[src/btdc_pkg.sv]
// Shared types, displacement-kind codes and the opcode table for the
// branch target displacement codec. No dependencies.
`timescale 1ns / 1ps

package btdc_pkg;

    typedef logic [2:0] kind_t;

    localparam kind_t KIND_NONE     = 3'd0;
    localparam kind_t KIND_INDIRECT = 3'd1;
    localparam kind_t KIND_D4       = 3'd2;
    localparam kind_t KIND_D4LOOP   = 3'd3;
    localparam kind_t KIND_D8       = 3'd4;
    localparam kind_t KIND_D15      = 3'd5;
    localparam kind_t KIND_D24      = 3'd6;
    localparam kind_t KIND_UNKNOWN  = 3'd7;

    typedef struct packed {
        logic        mode;
        logic [31:0] instr_word;
        logic        is_short;
        logic [31:0] pc_addr;
        logic [31:0] new_target;
    } req_t;

    typedef struct packed {
        logic [31:0] branch_target;
        logic        target_valid;
        logic [2:0]  disp_kind;
        logic [31:0] patched_word;
        logic        unknown_opcode;
    } rsp_t;

    // Sort an opcode byte into its displacement kind.
    function automatic kind_t classify(input logic [7:0] op);
        kind_t k;
        unique case (op)
            8'h6D, 8'h1D:
                k = KIND_D24;
            8'hDF, 8'h5F, 8'h7D, 8'hFF, 8'h7F, 8'hBF, 8'h3F, 8'h9F, 8'h1F,
            8'hBD, 8'h6F, 8'hFD, 8'hEF:
                k = KIND_D15;
            8'h5C, 8'h3C, 8'hEE, 8'h6E:
                k = KIND_D8;
            8'h1E, 8'h3E, 8'hCE, 8'h4E, 8'h8E, 8'h0E, 8'h5E, 8'h7E, 8'hAE,
            8'hF6, 8'h7C, 8'h76, 8'hBC, 8'h2E:
                k = KIND_D4;
            8'hFC:
                k = KIND_D4LOOP;
            8'h00:
                k = KIND_NONE;
            8'h2D, 8'hDC:
                k = KIND_INDIRECT;
            default:
                k = KIND_UNKNOWN;
        endcase
        return k;
    endfunction

endpackage

[src/btdc_if.sv]
// Valid/ready channel interfaces for the request and result items.
// Depends on nothing; field widths follow the codec's item layout.
`timescale 1ns / 1ps

interface btdc_req_if;
    logic        valid;
    logic        ready;
    logic        mode;
    logic [31:0] instr_word;
    logic        is_short;
    logic [31:0] pc_addr;
    logic [31:0] new_target;

    modport source (output valid, mode, instr_word, is_short, pc_addr, new_target,
                    input ready);
    modport sink   (input valid, mode, instr_word, is_short, pc_addr, new_target,
                    output ready);
endinterface

interface btdc_rsp_if;
    logic        valid;
    logic        ready;
    logic [31:0] branch_target;
    logic        target_valid;
    logic [2:0]  disp_kind;
    logic [31:0] patched_word;
    logic        unknown_opcode;

    modport source (output valid, branch_target, target_valid, disp_kind, patched_word,
                    unknown_opcode, input ready);
    modport sink   (input valid, branch_target, target_valid, disp_kind, patched_word,
                    unknown_opcode, output ready);
endinterface

[src/branch_target_displacement_codec_unit.sv]
// Branch target displacement codec: top level with input and result registers.
// Depends on btdc_pkg, btdc_if.sv and btdc_decode.
`timescale 1ns / 1ps
//
// Usage
//   req: one instruction word with its address, mode and wanted target per item.
//   rsp: one result item per request item, in order: target address and valid
//        flag, displacement kind, rewritten word and unknown-opcode flag.
//   An item is taken on req when valid and ready are both high at a clock edge.
// Pipeline: an accepted item passes through two register stages, the input
//   register and then the result register, before it is presented on rsp.
// Throughput: one item per cycle while rsp.ready stays high; the decode and
//   the 32-bit add sit in one stage between the two registers.
// Reset (rst_n low, asynchronous): both stages empty, rsp.valid low, no
//   results pending; the payload registers are not reset.
// Stall: while rsp.ready is low the result holds; the input stage still takes
//   an item if it is empty, after which req.ready drops until the result
//   register drains. Nothing is lost or repeated.
//
module branch_target_displacement_codec_unit
(
    input  logic           clk,
    input  logic           rst_n,
    btdc_req_if.sink       req,
    btdc_rsp_if.source     rsp
);

    logic            s1_valid_reg;
    logic            s1_valid_next;
    btdc_pkg::req_t  s1_data_reg;
    logic            out_valid_reg;
    logic            out_valid_next;
    btdc_pkg::rsp_t  out_data_reg;
    btdc_pkg::rsp_t  dec_result;
    logic            out_free;
    logic            s1_free;
    logic            req_take;

    assign out_free  = !out_valid_reg || rsp.ready;
    assign s1_free   = !s1_valid_reg || out_free;
    assign req.ready = s1_free;
    assign req_take  = req.valid && s1_free;

    assign s1_valid_next  = req_take ? 1'b1 : (out_free ? 1'b0 : s1_valid_reg);
    assign out_valid_next = out_free ? s1_valid_reg : out_valid_reg;

    btdc_decode u_decode
    (
        .req_item (s1_data_reg),
        .rsp_item (dec_result)
    );

    always_ff @(posedge clk or negedge rst_n)
    begin
        if (!rst_n)
        begin
            s1_valid_reg  <= 1'b0;
            out_valid_reg <= 1'b0;
        end
        else
        begin
            s1_valid_reg  <= s1_valid_next;
            out_valid_reg <= out_valid_next;
        end
    end

    // Payload registers: load on advance, hold otherwise.
    always_ff @(posedge clk)
    begin
        if (req_take)
        begin
            s1_data_reg.mode       <= req.mode;
            s1_data_reg.instr_word <= req.instr_word;
            s1_data_reg.is_short   <= req.is_short;
            s1_data_reg.pc_addr    <= req.pc_addr;
            s1_data_reg.new_target <= req.new_target;
        end
        if (out_free && s1_valid_reg)
        begin
            out_data_reg <= dec_result;
        end
    end

    assign rsp.valid          = out_valid_reg;
    assign rsp.branch_target  = out_data_reg.branch_target;
    assign rsp.target_valid   = out_data_reg.target_valid;
    assign rsp.disp_kind      = out_data_reg.disp_kind;
    assign rsp.patched_word   = out_data_reg.patched_word;
    assign rsp.unknown_opcode = out_data_reg.unknown_opcode;

endmodule

[src/btdc_decode.sv]
// Combinational decode, target add and displacement rewrite for one item.
// Depends on btdc_pkg.
`timescale 1ns / 1ps

module btdc_decode
(
    input  btdc_pkg::req_t req_item,
    output btdc_pkg::rsp_t rsp_item
);

    logic [31:0]    word;
    btdc_pkg::kind_t kind;
    logic           direct;
    logic [31:0]    offset;
    logic [31:0]    new_off;
    logic [31:0]    rewritten;

    // Drop the upper half of a short word before anything else sees it.
    assign word   = req_item.is_short ? {16'h0000, req_item.instr_word[15:0]}
                                      : req_item.instr_word;
    assign kind   = btdc_pkg::classify(word[7:0]);
    assign direct = (kind == btdc_pkg::KIND_D4) || (kind == btdc_pkg::KIND_D4LOOP) ||
                    (kind == btdc_pkg::KIND_D8) || (kind == btdc_pkg::KIND_D15) ||
                    (kind == btdc_pkg::KIND_D24);
    assign new_off = req_item.new_target - req_item.pc_addr;

    always_comb
    begin
        unique case (kind)
            btdc_pkg::KIND_D4:
                offset = {27'd0, word[11:8], 1'b0};
            btdc_pkg::KIND_D4LOOP:
                offset = {{27{1'b1}}, word[11:8], 1'b0};
            btdc_pkg::KIND_D8:
                offset = {{23{word[15]}}, word[15:8], 1'b0};
            btdc_pkg::KIND_D15:
                offset = {{16{word[30]}}, word[30:16], 1'b0};
            btdc_pkg::KIND_D24:
                offset = {{7{word[15]}}, word[15:8], word[31:16], 1'b0};
            default:
                offset = 32'd0;
        endcase
    end

    always_comb
    begin
        unique case (kind)
            btdc_pkg::KIND_D4, btdc_pkg::KIND_D4LOOP:
                rewritten = {word[31:12], new_off[4:1], word[7:0]};
            btdc_pkg::KIND_D8:
                rewritten = {word[31:16], new_off[8:1], word[7:0]};
            btdc_pkg::KIND_D15:
                rewritten = {word[31], new_off[15:1], word[15:0]};
            btdc_pkg::KIND_D24:
                // sign of the whole offset lands in bit 15
                rewritten = {new_off[16:1], new_off[31], new_off[23:17], word[7:0]};
            default:
                rewritten = word;
        endcase
    end

    always_comb
    begin
        rsp_item.branch_target  = direct ? (req_item.pc_addr + offset) : 32'd0;
        rsp_item.target_valid   = direct;
        rsp_item.disp_kind      = (kind == btdc_pkg::KIND_UNKNOWN) ? btdc_pkg::KIND_NONE : kind;
        rsp_item.unknown_opcode = (kind == btdc_pkg::KIND_UNKNOWN);
        if (direct && req_item.mode)
        begin
            rsp_item.patched_word = req_item.is_short ? {16'h0000, rewritten[15:0]}
                                                      : rewritten;
        end
        else
        begin
            rsp_item.patched_word = word;
        end
    end

endmodule
[src/flat_wrapper.sv]
// flat-port wrapper written by rule: the top's interface ports become plain ports
module branch_target_displacement_codec_unit_flat 
  (clk, rst_n, req_valid, req_mode, req_instr_word, req_is_short, req_pc_addr, req_new_target, req_ready, rsp_valid, rsp_branch_target, rsp_target_valid, rsp_disp_kind, rsp_patched_word, rsp_unknown_opcode, rsp_ready);
  btdc_req_if req_i ();
  btdc_rsp_if rsp_i ();
  input  logic clk;
  input  logic rst_n;
  input wire logic [$bits(req_i.valid)-1:0] req_valid;
  input wire logic [$bits(req_i.mode)-1:0] req_mode;
  input wire logic [$bits(req_i.instr_word)-1:0] req_instr_word;
  input wire logic [$bits(req_i.is_short)-1:0] req_is_short;
  input wire logic [$bits(req_i.pc_addr)-1:0] req_pc_addr;
  input wire logic [$bits(req_i.new_target)-1:0] req_new_target;
  output wire logic [$bits(req_i.ready)-1:0] req_ready;
  output wire logic [$bits(rsp_i.valid)-1:0] rsp_valid;
  output wire logic [$bits(rsp_i.branch_target)-1:0] rsp_branch_target;
  output wire logic [$bits(rsp_i.target_valid)-1:0] rsp_target_valid;
  output wire logic [$bits(rsp_i.disp_kind)-1:0] rsp_disp_kind;
  output wire logic [$bits(rsp_i.patched_word)-1:0] rsp_patched_word;
  output wire logic [$bits(rsp_i.unknown_opcode)-1:0] rsp_unknown_opcode;
  input wire logic [$bits(rsp_i.ready)-1:0] rsp_ready;
  assign req_i.valid = req_valid;
  assign req_i.mode = req_mode;
  assign req_i.instr_word = req_instr_word;
  assign req_i.is_short = req_is_short;
  assign req_i.pc_addr = req_pc_addr;
  assign req_i.new_target = req_new_target;
  assign req_ready = req_i.ready;
  assign rsp_valid = rsp_i.valid;
  assign rsp_branch_target = rsp_i.branch_target;
  assign rsp_target_valid = rsp_i.target_valid;
  assign rsp_disp_kind = rsp_i.disp_kind;
  assign rsp_patched_word = rsp_i.patched_word;
  assign rsp_unknown_opcode = rsp_i.unknown_opcode;
  assign rsp_i.ready = rsp_ready;
  branch_target_displacement_codec_unit u_core (.clk(clk), .rst_n(rst_n), .req(req_i), .rsp(rsp_i));
endmodule
[config.mk]
export PLATFORM = sky130hd
export DESIGN_NAME = branch_target_displacement_codec_unit_flat
export DESIGN_NICKNAME = d
export VERILOG_FILES = /design/src/btdc_pkg.sv /design/src/btdc_if.sv /design/src/branch_target_displacement_codec_unit.sv /design/src/btdc_decode.sv /design/src/flat_wrapper.sv
export SDC_FILE = /design/constraint.sdc
export NUM_CORES = 1
export LEC_CHECK = 0
export BUFFER_PORTS_ARGS = -buffer_cell sky130_fd_sc_hd__buf_2
export CORE_AREA = 8 8 165 183
export CTS_CLUSTER_SIZE = 28
export DETAILED_ROUTE_END_ITERATION = 16
export DIE_AREA = 0 0 173 191
export PLACE_DENSITY = 0.64
export SLEW_MARGIN = 5
export SYNTH_ARGS = -nofsm -noshare
export SYNTH_HDL_FRONTEND = slang
export SYNTH_SLANG_ARGS = --single-unit
export TNS_END_PERCENT = 30
[constraint.sdc]
create_clock -name clk -period 7.35 [get_ports clk]
set_clock_uncertainty 0.1 [all_clocks]
set_input_delay 0 -clock clk [delete_from_list [all_inputs] [get_ports clk]]
set_output_delay 0 -clock clk [all_outputs]
set_load 0.01 [all_outputs]
==> results of run 1 <==
## timing repair
action                                 in CTS  in global routing
endpoints found under the hold margin     118                  0
hold buffers                              103                  0
buffers inserted                            0                  0
## how the worst min path moves through the flow
stage | from | endpoint | slack, ns | cells after the start
3_3_place_gp | rst_n | u_core.s1_valid_reg | -0.31 | 1
5_1_grt | req_instr_word[31] | u_core.s1_data_reg[96] | 0.15 | 2
4_1_cts | req_instr_word[31] | u_core.s1_data_reg[96] | 0.15 | 2
3_5_place_dp | rst_n | u_core.s1_valid_reg | -0.31 | 1
2_1_floorplan | rst_n | u_core.rsp.valid | -0.40 | 0
6_report | req_pc_addr[15] | u_core.s1_data_reg[47] | 0.16 | 2
## stage by stage
step | utilization [%] | std cells | worst slack [ns] | cell area (sq um)
after floorplan | - | 812 | 2.89 | 9310
after global placement | 38.6 | 1323 | 2.35 | 10500
after detailed placement | 38.6 | 1323 | 2.20 | 10500
after CTS | 44.8 | 1458 | 2.16 | 12200
after global routing | 44.8 | 1460 | 1.78 | 12200
final | 44.8 | 1460 | 2.15 | 12200
## synth_stat cells, types with 15 or more instances
cell,instances,share of area [%]
a21oi_1,53,2.8
nand2_1,57,2.3
edfxtp_1,167,54
ha_1,60,8.1
nand3_1,22,1.2
nor3_1,15,0.81
a21o_1,46,3.7
nor2b_1,21,1.4
o21ai_0,39,2.1
xnor2_1,21,2.0
inv_1,47,1.9
nor2_1,59,2.4
## logic make-up after synthesis
logic type	Yosys count
flops	169
xor+xnor	35
fa+ha+maj	62
buf+inv	73
simple gates	238
compound gates	229
mux	6
## power groups by stage
stage | clock network, mW | registers [mW] | logic, mW
floorplan | 0 | 1.21 | 0.236
global placement | 0 | 1.22 | 0.374
detailed placement | 0 | 1.22 | 0.377
CTS | 1.00 | 1.20 | 0.423
global route | 1.04 | 1.20 | 0.466
finish | 0.984 | 1.20 | 0.422
## layer usage
layer	GRT usage (%)	part of all wire (%)
met1	19.8	43
met2	28.1	50
met3	3.48	5.2
met4	5.97	2.2
met5	0	0
## final cells by class
class / count / area, sq um
well taps: 363 / 454
repair buffers: 277 / 1910
diodes: 2 / 5.00
clock buffers: 21 / 440
clock inverters: 11 / 195
fillers: 2553 / 15000
flip-flops and latches: 169 / 5060
multi-input cells: 570 / 3950
inverters: 47 / 176
==> flow_summary.toml, run 1 <==
[yosys]
ys_ff_latch = 169
yosys.area_share.simple_pct = 12.7
synth_xor_area_share_pct = 3.37
synth-compound-area-share_pct = 17.1
ys.warnings.count = 0
synthFlopType = "edfxtp_1"
synth_cells = 812
syn_area_sq_um = 9310
synth_fa_ha_area_share_pct = 8.49
synth-edff-count = 167
yosys.cell_types.count = 71
synth_top_family_by_area = "compound AO/OA/AOI/OAI gates"
muxShareOfSynthArea_pct = 0.659
avgSynthCellArea_sq_um = 11.5
ys_seq_area_share_pct = 54.4
synthArstFlopShare_pct = 1.18
syn-num-nets = 976

[detailed_routing]
via_count = 7417
post_drt_wl_per_cell_um = 18.8
wirelength_mm = 27.5
drt-pass1-iter-count = 4
drc = 0
via_per_inst = 5.08
postRouteAntennaNets = 0
first_iter_violations = 644

[global_routing]
first_global_vias = 7407
grt_usage_pct = 16.3
grt_pass1_wl_mm = 41.4
grt_overflow_total = 0
grt_max_degree = 83
antenna_found_initial = 2

[worst_setup_path]
cpPeakStageDelay_ns = 0.59
required_ns = 7.49
rr_endpoint = "u_core.rsp.branch_target[31]"
path_max_fanout = 15
path_depth = 16
worst-path-buf-inv = 1
path_class = "reg -> reg"
crit_top_cell = "o31a_1"
crit_family = "compound AO/OA/AOI/OAI gates"
r2r_setup_slack_ns = 2.15
cp-endpoint = "u_core.rsp.branch_target[31]"
end_kind = "flop"
cp-start-kind = "flop"
cp.arrival_ns = 5.34
cp_slowest_cell = "and2_1"
reg2reg_depth = 16
crit_chain = "or3b_4 -> a21o_1 -> a31oi_1 -> and2_1 -> a22o_1 -> ha_1 -> inv_1 -> fa_1 -> nor2b_1 -> o31a_1 -> o31a_1 -> nor4_1 -> o21ai_1 -> a21oi_1 -> o31a_1 -> nor4_1"
critPathLaunch = "u_core.s1_data_reg[70]"
crit-reg2reg-launch = "u_core.s1_data_reg[70]"

[timing]
fmax_mhz = 192
finalSetupViolCount = 0
rsz0062_at_grt = "false"
slew_violations = 0
finalSetupTns_ns = 0
period_needed_ns = 5.20
slew_headroom_pct = 27.6
worstMarginPinSlew_ns = 1.09
hold_ws_ns = 0.160
finalHoldViolations = 0
period_share_pct = 70.8

[floorplan]
io_pins = 173
die-width_um = 173
rows = 64
die_area_sq_um = 33000
die_h_um = 191
core_sq_um = 27200
start_util_pct = 34.2

[power_and_ir_drop]
p_clk_share_pct = 37.8
power_mw = 2.60
p_seq_share_pct = 46.0
power.internal_mw = 1.94
peakVddDrop_uv = 125
switching_share_pct = 25.6
power.leakage_nw = 5.14
p_per_area_nw_per_um2 = 213
switchingPower_mw = 0.666
comb_power_share_pct = 16.2

[clocking]
cts_buffer_depth = 2
cts_sinks = 169
root_buffer = "clkbuf_16"
cts_buffers = 17
path_clk_slew_ns = 0.07
cts_tree = "done"
htree_num_levels = 4
cts.repair.resized = 0
clkLatencyLatePin_ns = 0.44

[cells_and_area]
drive_gt1_share_pct = 20.3
nNetsFinal = 1246
largest_register_ffs = 98
syn_to_final_growth_pct = 31.0
final_common_cell = "buf_2"
final_cell_mix = "buf_2 (172), edfxtp_1 (167), dlygate4sd3_1 (103), ha_1 (60), nor2_1 (59)"

[place]
gp_congestion = 0.845
place_hpwl_mm = 20.4
portBuffers = 172

[job]
drv_cap = 0

[hold_path]
hold_class = "in -> reg"

[run_status]
status = "finished clean"
Note: power is estimated with default switching activity, not from simulation.
==> inputs of run 2 (changes only) <==
==> constraint.sdc (replaced) <==
create_clock -name clk -period 5.3 [get_ports clk]
set_clock_uncertainty 0.1 [all_clocks]
set_input_delay 0 -clock clk [delete_from_list [all_inputs] [get_ports clk]]
set_output_delay 0 -clock clk [all_outputs]
set_load 0.01 [all_outputs]
==> run 2 against run 1 <==
Maximum frequency increased by 7.5%. Global-route usage decreased by 0.094 points. Count of clock-buffer cells in the layout decreased by 2. Sequential share of layout area is essentially flat. Via count up 0.88%. Die area stayed put. Setup slack got worse by 1.7 ns. Cell area is essentially flat. Combinational power is 40% higher. Critical endpoint is now u_core.rsp.branch_target[29]. Highest routed layer unchanged.
==> flow_summary.toml, run 2 (synthesis results as in run 1) <==
[cells_and_area]
syn_to_final_growth_pct = 31.0
nNetsFinal = 1252
final_util_pct = 44.8
multi_input_area_sq_um = 3950
seq_area_sq_um = 5060
diodes = 0
final_cell_mix = "buf_2 (172), edfxtp_1 (167), dlygate4sd3_1 (103), ha_1 (60), nor2_1 (59)"
n_fill_cell = 2586
largest_register_ffs = 98
drive_gt1_share_pct = 20.9
final_common_cell = "buf_2"

[worst_setup_path]
r2r_setup_slack_ns = 0.46
reg2reg_depth = 16
critPathLaunch = "u_core.s1_data_reg[70]"
rr_endpoint = "u_core.rsp.branch_target[29]"
end_kind = "flop"
path_max_fanout = 10
cp-endpoint = "u_core.rsp.branch_target[29]"
required_ns = 5.37
path_class = "reg -> reg"
cp-start-kind = "flop"
crit-reg2reg-launch = "u_core.s1_data_reg[70]"
cp.arrival_ns = 4.91

[job]
drv_cap = 0

[floorplan]
die_area_sq_um = 33000
io_pins = 173
die_h_um = 191
core_sq_um = 27200
rows = 64
start_util_pct = 34.2
die-width_um = 173

[timing]
period_needed_ns = 4.84
rsz0062_at_grt = "false"
finalHoldViolations = 0
finalSetupTns_ns = 0
period_share_pct = 91.3
worstMarginPinSlew_ns = 0.950
finalSetupViolCount = 0
slew_violations = 0
fmax_mhz = 207
slew_headroom_pct = 36.7

[detailed_routing]
postRouteAntennaNets = 0
wirelength_mm = 27.3
via_per_inst = 5.11
first_iter_violations = 509
via_count = 7482
drt-pass1-iter-count = 5
drc = 0
post_drt_wl_per_cell_um = 18.6

[global_routing]
met3_usage_pct = 3.48
grt_use_met2_pct = 27.9
grt_overflow_total = 0
grt_usage_pct = 16.2
gr-max-usage-layer = "met2"
grt_use_met1_pct = 19.4
first_global_vias = 7407
antenna_found_initial = 0
grt_pass1_wl_mm = 41.2
grt_max_degree = 70

[clocking]
cts_tree = "done"
cts_buffers = 17
path_clk_slew_ns = 0.07
root_buffer = "clkbuf_16"
cts_buffer_depth = 2
clkLatencyLatePin_ns = 0.44
htree_num_levels = 4
cts_sinks = 169

[power_and_ir_drop]
comb_power_share_pct = 16.7
power.leakage_nw = 5.15
power.internal_mw = 2.60
p_per_area_nw_per_um2 = 289
p_clk_share_pct = 36.3
switching_share_pct = 26.4
peakVddDrop_uv = 178
switchingPower_mw = 0.930
p_seq_share_pct = 47.0

[place]
portBuffers = 172
place_hpwl_mm = 20.4
gp_congestion = 0.839

[run_status]
status = "finished clean"

[hold_path]
whs_path_depth = 2
hold_class = "in -> reg"
[run 2: changes by cell type in the layout (fill, tap and decap cells not counted)]
| cell | before | now |
|---|---|---|
| bufinv_16 | 5 | 3 |
| buf_4 | 2 | 8 |
| clkbuf_1 | 4 | 2 |
| diode_2 | 2 | 0 |
| inv_6 | 0 | 3 |
| clkinv_4 | 2 | 1 |
| clkinvlp_4 | 1 | 3 |
[run 2: power by group through the flow]
stage	Sequential [mW]	Combinational, mW	Clock (mW)
2_1_floorplan	1.68	0.327	0
3_3_place_gp	1.68	0.523	0
3_5_place_dp	1.68	0.526	0
4_1_cts	1.66	0.590	1.31
5_1_grt	1.66	0.648	1.35
6_report	1.66	0.590	1.28
[run 2: how the worst min path moves through the flow]
stage | startpoint | endpoint | slack (ns)
global route | req_pc_addr[11] | u_core.s1_data_reg[43] | 0.16
finish | req_pc_addr[17] | u_core.s1_data_reg[49] | 0.17
floorplan | rst_n | u_core.rsp.valid | -0.40
CTS | req_instr_word[17] | u_core.s1_data_reg[82] | 0.15
global placement | rst_n | u_core.rsp.valid | -0.31
detailed placement | rst_n | u_core.rsp.valid | -0.31
[run 2: through the flow]
stage	cell area [sq um]	instances	total power [mW]	hold WS, ns	setup slack [ns]
final	12200	1464	3.53	0.169	0.463
after detailed placement	10600	1329	2.21	-0.312	0.532
after global placement	10600	1329	2.21	-0.314	0.646
after CTS	12200	1464	3.55	0.149	0.495
after global routing	12200	1464	3.66	0.160	0.214
after floorplan	9310	812	2.00	-0.396	0.845
[run 2: final cells by class]
cell class,count,share of cell area [%]
flip-flops and latches,169,41.5
multi-input cells,570,32.4
repair buffers,283,16.0
well taps,363,3.72
clock buffers,19,3.55
inverters,47,1.45
clock inverters,13,1.37
[run 2: worst max-delay path, cell delays in order, from the launching register on]
cell and delay (ns):
edfxtp_1 0.53, or3b_4 0.47, a21o_1 0.19, a31oi_1 0.19, buf_4 0.19, and2_1 0.26
buf_4 0.22, a22o_1 0.15, ha_1 0.26, nor2b_1 0.17, o31a_1 0.27, o31a_1 0.28
nor4_1 0.40, o21ai_1 0.27, a31oi_1 0.29, a32oi_1 0.17, mux2i_1 0.15
[run 2: routing by layer]
layer | vias to the layer above | share of wire (%) | wire length [um]
met1 | 3555 | 42 | 11400
met4 | 0 | 3.1 | 843
met5 | - | 0 | 0
li1 | 3613 | - | -
met2 | 264 | 49 | 13400
met3 | 50 | 6.1 | 1650
[run 2: what timing repair did]
| action | CTS | global route |
|---|---|---|
| gates resized for setup | 0 | 0 |
| endpoints found under the hold margin | 102 | 0 |
| setup buffers | 0 | 0 |
| hold buffers | 103 | 0 |
